[src/hdl/psd_pkg.sv]
package psd_pkg;

   // field and intermediate widths
   localparam int COORD_W   = 16;
   localparam int DIFF_W    = COORD_W + 1;
   localparam int PROD_W    = 2 * DIFF_W;
   localparam int NUM_W     = PROD_W + 1;
   localparam int DEN_W     = PROD_W;
   localparam int SQ_W      = PROD_W;
   localparam int HALF_W    = DIFF_W;
   localparam int DIST_W    = 17;

   // foot divider: (2*|d|*num + den) / (2*den)
   localparam int FDIV_N_W  = 52;
   localparam int FDIV_D_W  = DEN_W + 1;
   localparam int FDIV_Q_W  = 17;

   // cross product divider: cr^2 / den
   localparam int CDIV_N_W  = 2 * DEN_W;
   localparam int CDIV_D_W  = DEN_W;
   localparam int CDIV_Q_W  = 34;

   localparam int ROOT_IN_W = CDIV_Q_W;

   typedef struct packed {
      logic signed [COORD_W-1:0] point_x;
      logic signed [COORD_W-1:0] point_y;
      logic signed [COORD_W-1:0] end_a_x;
      logic signed [COORD_W-1:0] end_a_y;
      logic signed [COORD_W-1:0] end_b_x;
      logic signed [COORD_W-1:0] end_b_y;
   } req_type;

   typedef struct packed {
      logic [DIST_W-1:0]         distance;
      logic                      foot_inside;
      logic signed [COORD_W-1:0] foot_x;
      logic signed [COORD_W-1:0] foot_y;
   } rsp_type;

   // control carried beside the square root
   typedef struct packed {
      logic              foot_in;
      logic              use_div;
      logic              use_axis;
      logic [DIST_W-1:0] axis_dist;
   } final_side_type;

   // per coordinate data carried beside a foot divider
   typedef struct packed {
      logic signed [COORD_W-1:0] base;
      logic                      neg;
   } foot_side_type;

   // everything carried beside the cross product divider
   typedef struct packed {
      logic [FDIV_N_W-1:0]  foot_n_x;
      logic [FDIV_N_W-1:0]  foot_n_y;
      logic [FDIV_D_W-1:0]  foot_d;
      logic [SQ_W-1:0]      min_sq;
      final_side_type       fin;
      foot_side_type        fx;
      foot_side_type        fy;
   } cr_side_type;

endpackage

[src/hdl/psd_isqrt.sv]
module psd_isqrt #(
   parameter int IN_W   = psd_pkg::ROOT_IN_W,
   parameter int SIDE_W = 1
) (
   input  logic                clock,
   input  logic                reset,
   input  logic                enable,
   input  logic                in_valid,
   input  logic [IN_W-1:0]     value,
   input  logic [SIDE_W-1:0]   in_side,
   output logic                out_valid,
   output logic [IN_W/2-1:0]   root,
   output logic [SIDE_W-1:0]   out_side
);

   localparam int R_W = IN_W / 2;

   logic              valid_ff [R_W];
   logic [R_W+1:0]    rem_ff   [R_W];
   logic [R_W-1:0]    root_ff  [R_W];
   logic [IN_W-1:0]   val_ff   [R_W];
   logic [SIDE_W-1:0] side_ff  [R_W];

   // one root bit per stage from the top bit pair down
   for (genvar s = 0; s < R_W; s++) begin : g_stage
      localparam int PI = R_W - 1 - s;
      logic              valid_prev;
      logic [R_W+1:0]    rem_prev, rem_cat, trial, rem_in;
      logic [R_W-1:0]    root_prev, root_in;
      logic [IN_W-1:0]   val_prev;
      logic [SIDE_W-1:0] side_prev;
      logic              take;

      if (s == 0) begin : g_first
         assign valid_prev = in_valid;
         assign rem_prev   = '0;
         assign root_prev  = '0;
         assign val_prev   = value;
         assign side_prev  = in_side;
      end else begin : g_next
         assign valid_prev = valid_ff[s-1];
         assign rem_prev   = rem_ff[s-1];
         assign root_prev  = root_ff[s-1];
         assign val_prev   = val_ff[s-1];
         assign side_prev  = side_ff[s-1];
      end

      // bring down the next bit pair and try root*4+1
      assign rem_cat = {rem_prev[R_W-1:0], val_prev[2*PI+1 -: 2]};
      assign trial   = {root_prev, 2'b01};
      assign take    = rem_cat >= trial;
      assign rem_in  = take ? rem_cat - trial : rem_cat;
      assign root_in = {root_prev[R_W-2:0], take};

      always_ff @(posedge clock) begin
         if (reset) begin
            valid_ff[s] <= 1'b0;
         end else if (enable) begin
            valid_ff[s] <= valid_prev;
         end
         if (enable) begin
            rem_ff[s]  <= rem_in;
            root_ff[s] <= root_in;
            val_ff[s]  <= val_prev;
            side_ff[s] <= side_prev;
         end
      end
   end

   assign out_valid = valid_ff[R_W-1];
   assign root      = root_ff[R_W-1];
   assign out_side  = side_ff[R_W-1];

endmodule
[config.mk]
export PLATFORM = sky130hd
export DESIGN_NAME = psd_isqrt
export DESIGN_NICKNAME = d
export VERILOG_FILES = /design/src/hdl/psd_pkg.sv /design/src/hdl/psd_isqrt.sv
export SDC_FILE = /design/constraint.sdc
export NUM_CORES = 1
export LEC_CHECK = 0
export ABC_AREA = 1
export BUFFER_PORTS_ARGS = -buffer_cell sky130_fd_sc_hd__clkbuf_2
export CAP_MARGIN = 5
export CORE_MARGIN = 2
export CORE_UTILIZATION = 45
export DETAILED_ROUTE_END_ITERATION = 12
export GPL_TIMING_DRIVEN = 1
export PLACE_DENSITY_LB_ADDON = 0.2
export REMOVE_ABC_BUFFERS = 1
export SETUP_SLACK_MARGIN = 0.02
export SYNTH_ARGS = -nofsm -noshare
export SYNTH_HDL_FRONTEND = slang
export SYNTH_SLANG_ARGS = --single-unit
[constraint.sdc]
create_clock -name clock -period 5.24 [get_ports clock]
set_input_delay 0 -clock clock [delete_from_list [all_inputs] [get_ports clock]]
set_output_delay 0 -clock clock [all_outputs]
set_load 0.05 [all_outputs]
==> impl_metrics.py <==
metrics = {
    "run_status": {
        "status": "complete, no violations",
    },
    "global_route": {
        "grt-ovfl-total": 0,
        "grt_first_pass_wirelength_mm": 120,
        "groute.usage.overall_pct": 18.0,
        "antenna_found_initial": 0,
        "grt_pass1_vias": 23100,
        "grt_max_degree": 170,
    },
    "timing": {
        "finalMaxSlewViolations": 0,
        "period_needed_ns": 2.64,
        "finalWorstSetupSlack_ns": 2.60,
        "finalSetupViolations": 0,
        "rsz0062_at_grt": "no",
        "timing_hold_violations_final": 0,
        "max-slew-margin-rel_pct": 34.9,
        "post-route-period-util_pct": 50.3,
        "finClkSkew_ns": 0.0501,
        "max_freq_mhz": 379,
        "setup_tns_ns": 0,
        "worst_slew_pin_slew_ns": 0.977,
    },
    "floorplan": {
        "start_util_pct": 45.4,
        "fp.dieH_um": 289,
        "core_region_area_um2": 80400,
        "rows": 104,
        "dieArea_um2": 83400,
        "num_io_pins": 58,
        "fp.dieW_um": 289,
    },
    "synth": {
        "synth_cell_types": 49,
        "async_flop_share_pct": 0,
        "synth_cells": 3795,
        "synth_area_um2": 36500,
        "synthFlopType": "edfxtp_1",
        "synth_edf_count": 713,
        "synth_top_area_share_pct": 58.7,
        "synth_area_per_cell_um2": 9.62,
        "yosys.area.top_type": "edfxtp_1",
        "synth.area.top_cells": "edfxtp_1 (59%), nand2_1 (12%), inv_1 (7.1%)",
        "synth-warning-count": 0,
        "yosysSeqAreaShare_pct": 58.7,
        "ys_ff_latch": 713,
    },
    "final_layout": {
        "multiInputGateArea_um2": 12200,
        "final_util_pct": 51.1,
        "diodes": 0,
        "final_area_um2": 41100,
        "drive_gt1_share_pct": 7.44,
        "regArea_um2": 21400,
        "nets": 4154,
        "area_delta_synth_final_pct": 12.6,
        "nFillCells": 7360,
    },
    "clock_network": {
        "cts_tree": "yes",
        "clock_path_buffers": 3,
        "cts_setup_buffers": 0,
        "clock_sink_count": 713,
        "clkLatencyLatePin_ns": 0.65,
        "ctsRootBufferMaster": "clkbuf_16",
        "clk_transition_reported_paths_ns": 0.06,
        "htreeDepth": 3,
        "numCtsBuffers": 79,
    },
    "pwr": {
        "p_leak_nw": 18.7,
        "ir_worst_vdd_mv": 0.287,
        "powerDensity_nw_per_um2": 389,
    },
    "routing": {
        "num_vias": 24400,
        "drc": 0,
        "antenna_left": 0,
        "wl_per_cell_um": 14.6,
        "drt_pass1_iterations": 6,
        "via_per_inst": 4.82,
        "drtIter0Drc": 1725,
        "wl_mm": 74.1,
    },
    "placed_design": {
        "gp_congestion": 0.887,
        "postPlaceCellArea_um2": 38000,
        "port_buffers": 57,
        "dp_hpwl_mm": 54.1,
        "pre_cts_ws_ns": 2.56,
    },
    "worst_setup_path": {
        "worstPathArrival_ns": 3.04,
        "crit_slowest_cell": "nor2_2",
        "cpMostUsedCell": "nand2_1",
        "worst_setup_path_end_kind": "flip-flop",
        "cp_slowest_stage_delay_ns": 0.67,
        "crit_path_start_kind": "flip-flop",
        "path_max_fanout": 23,
        "worstPathCellList": "ha_1 > nand2_1 > inv_1 > a21oi_1 > nand2_1 > nand2_1 > nand2_1 > nor2_2 > inv_1 > nand2_1 > nand2_1",
        "required_ns": 5.64,
        "crit_type": "reg -> reg",
    },
    "flow_run": {
        "cap_violations": 0,
    },
    "worst_hold_path": {
        "min_path_type": "in -> reg",
    },
}
final cells by class:
class | count | area share, %
Multi-Input combinational cell | 2350 | 29.7
Clock inverter | 52 | 1.75
Timing Repair Buffer | 102 | 1.90
Tap cell | 1060 | 3.23
Clock buffer | 91 | 4.92
Sequential cell | 713 | 52.1
Inverter | 699 | 6.39
flip-flops by register name (all words and copies together) (netlist names):
name      cells
side_ff      17
val_ff      272
root_ff     153
valid_ff     17
rem_ff      254
worst max-delay path: cells and delay by family (launching register included):
kind            cells  cell delay, ns
simple gates        7            1.22
flops               1            0.40
buf+inv             2            0.24
fa+ha+maj           1            0.38
compound gates      1            0.14
cells in the mapped netlist, drive strengths merged (2+ instances only):
library cell,instances
nand2,1215
edfxtp,713
inv,699
nor2,247
nand3,215
ha,170
a21oi,132
o21ai,90
nand4,84
xor2,64
nor3,40
xnor2,33
buf,32
nand3b,20
or2,14
o21bai,7
and2,5
a21o,2
o211ai,2
o21a,2
layer usage:
metal | vias to the layer above | global-route usage, % | wire length (um)
li1 | 12700 | - | -
met1 | 11100 | 24.9 | 34100
met2 | 531 | 29.5 | 34500
met3 | 117 | 2.58 | 3660
met4 | 0 | 5.71 | 1870
met5 | - | 0 | 0
power breakdown:
part | switching, mW | internal [mW] | total (mW)
combinational | 1.88 | 0.994 | 2.88
sequential | 0.336 | 7.03 | 7.36
clock | 2.37 | 3.37 | 5.75
logic make-up after synthesis:
kind of cell	synth area share (%)
other	0.0103
buffers and inverters	7.91
AO/OA/AOI/OAI	3.50
adder cells (fa/ha/maj)	5.83
AND/OR/NAND/NOR	21.8
flip-flops	58.7
XOR/XNOR	2.33
path summary, 6_finish.rpt:
path | endpoint | cells past startpoint | start | slack (ns)
worst max-delay path | rem_ff[0][133]$_DFFE_PP_ | 11 | rem_ff[0][118]$_DFFE_PP_ | 2.60
worst min-delay path | val_ff[0][29]$_DFFE_PP_ | 2 | value[29] | 0.06
worst max register to register | rem_ff[0][133]$_DFFE_PP_ | 11 | rem_ff[0][118]$_DFFE_PP_ | 2.60
worst min register to register | val_ff[0][60]$_DFFE_PP_ | 0 | val_ff[0][26]$_DFFE_PP_ | 0.40
layout by cell type (no fill, tap or decap), drive strengths merged, types with 5 or more instances in the layout:
| cell type | instances |
|---|---|
| inv | 701 |
| buf | 7 |
| dlygate4sd3 | 39 |
| nand4 | 84 |
| clkinvlp | 7 |
| nand3b | 20 |
| o21ai | 90 |
| clkbuf | 147 |
| nor2 | 247 |
| a21oi | 132 |
| nor3 | 40 |
| nand3 | 215 |
| edfxtp | 713 |
| and2 | 5 |
| nand2 | 1215 |
| xor2 | 64 |
| clkinv | 32 |
| or2 | 14 |
| o21bai | 7 |
| bufinv | 11 |
| ha | 170 |
| xnor2 | 33 |
through the flow:
step           hold slack (ns)  std cells  power, mW
2_1_floorplan           0.0989       3762       9.47
3_3_place_gp             0.177       4885       10.3
3_5_place_dp             0.179       4885       10.3
4_1_cts                 0.0119       5067       16.2
5_1_grt                 0.0399       5067       16.9
6_report                0.0609       5067       16.0
what timing repair did:
item	4_1_cts	5_1_grt
hold endpoints to repair	154	0
resized for setup	0	0
hold buffers	39	0
endpoints found under the setup margin	0	0
No activity file was read; power rests on OpenSTA's default activity.
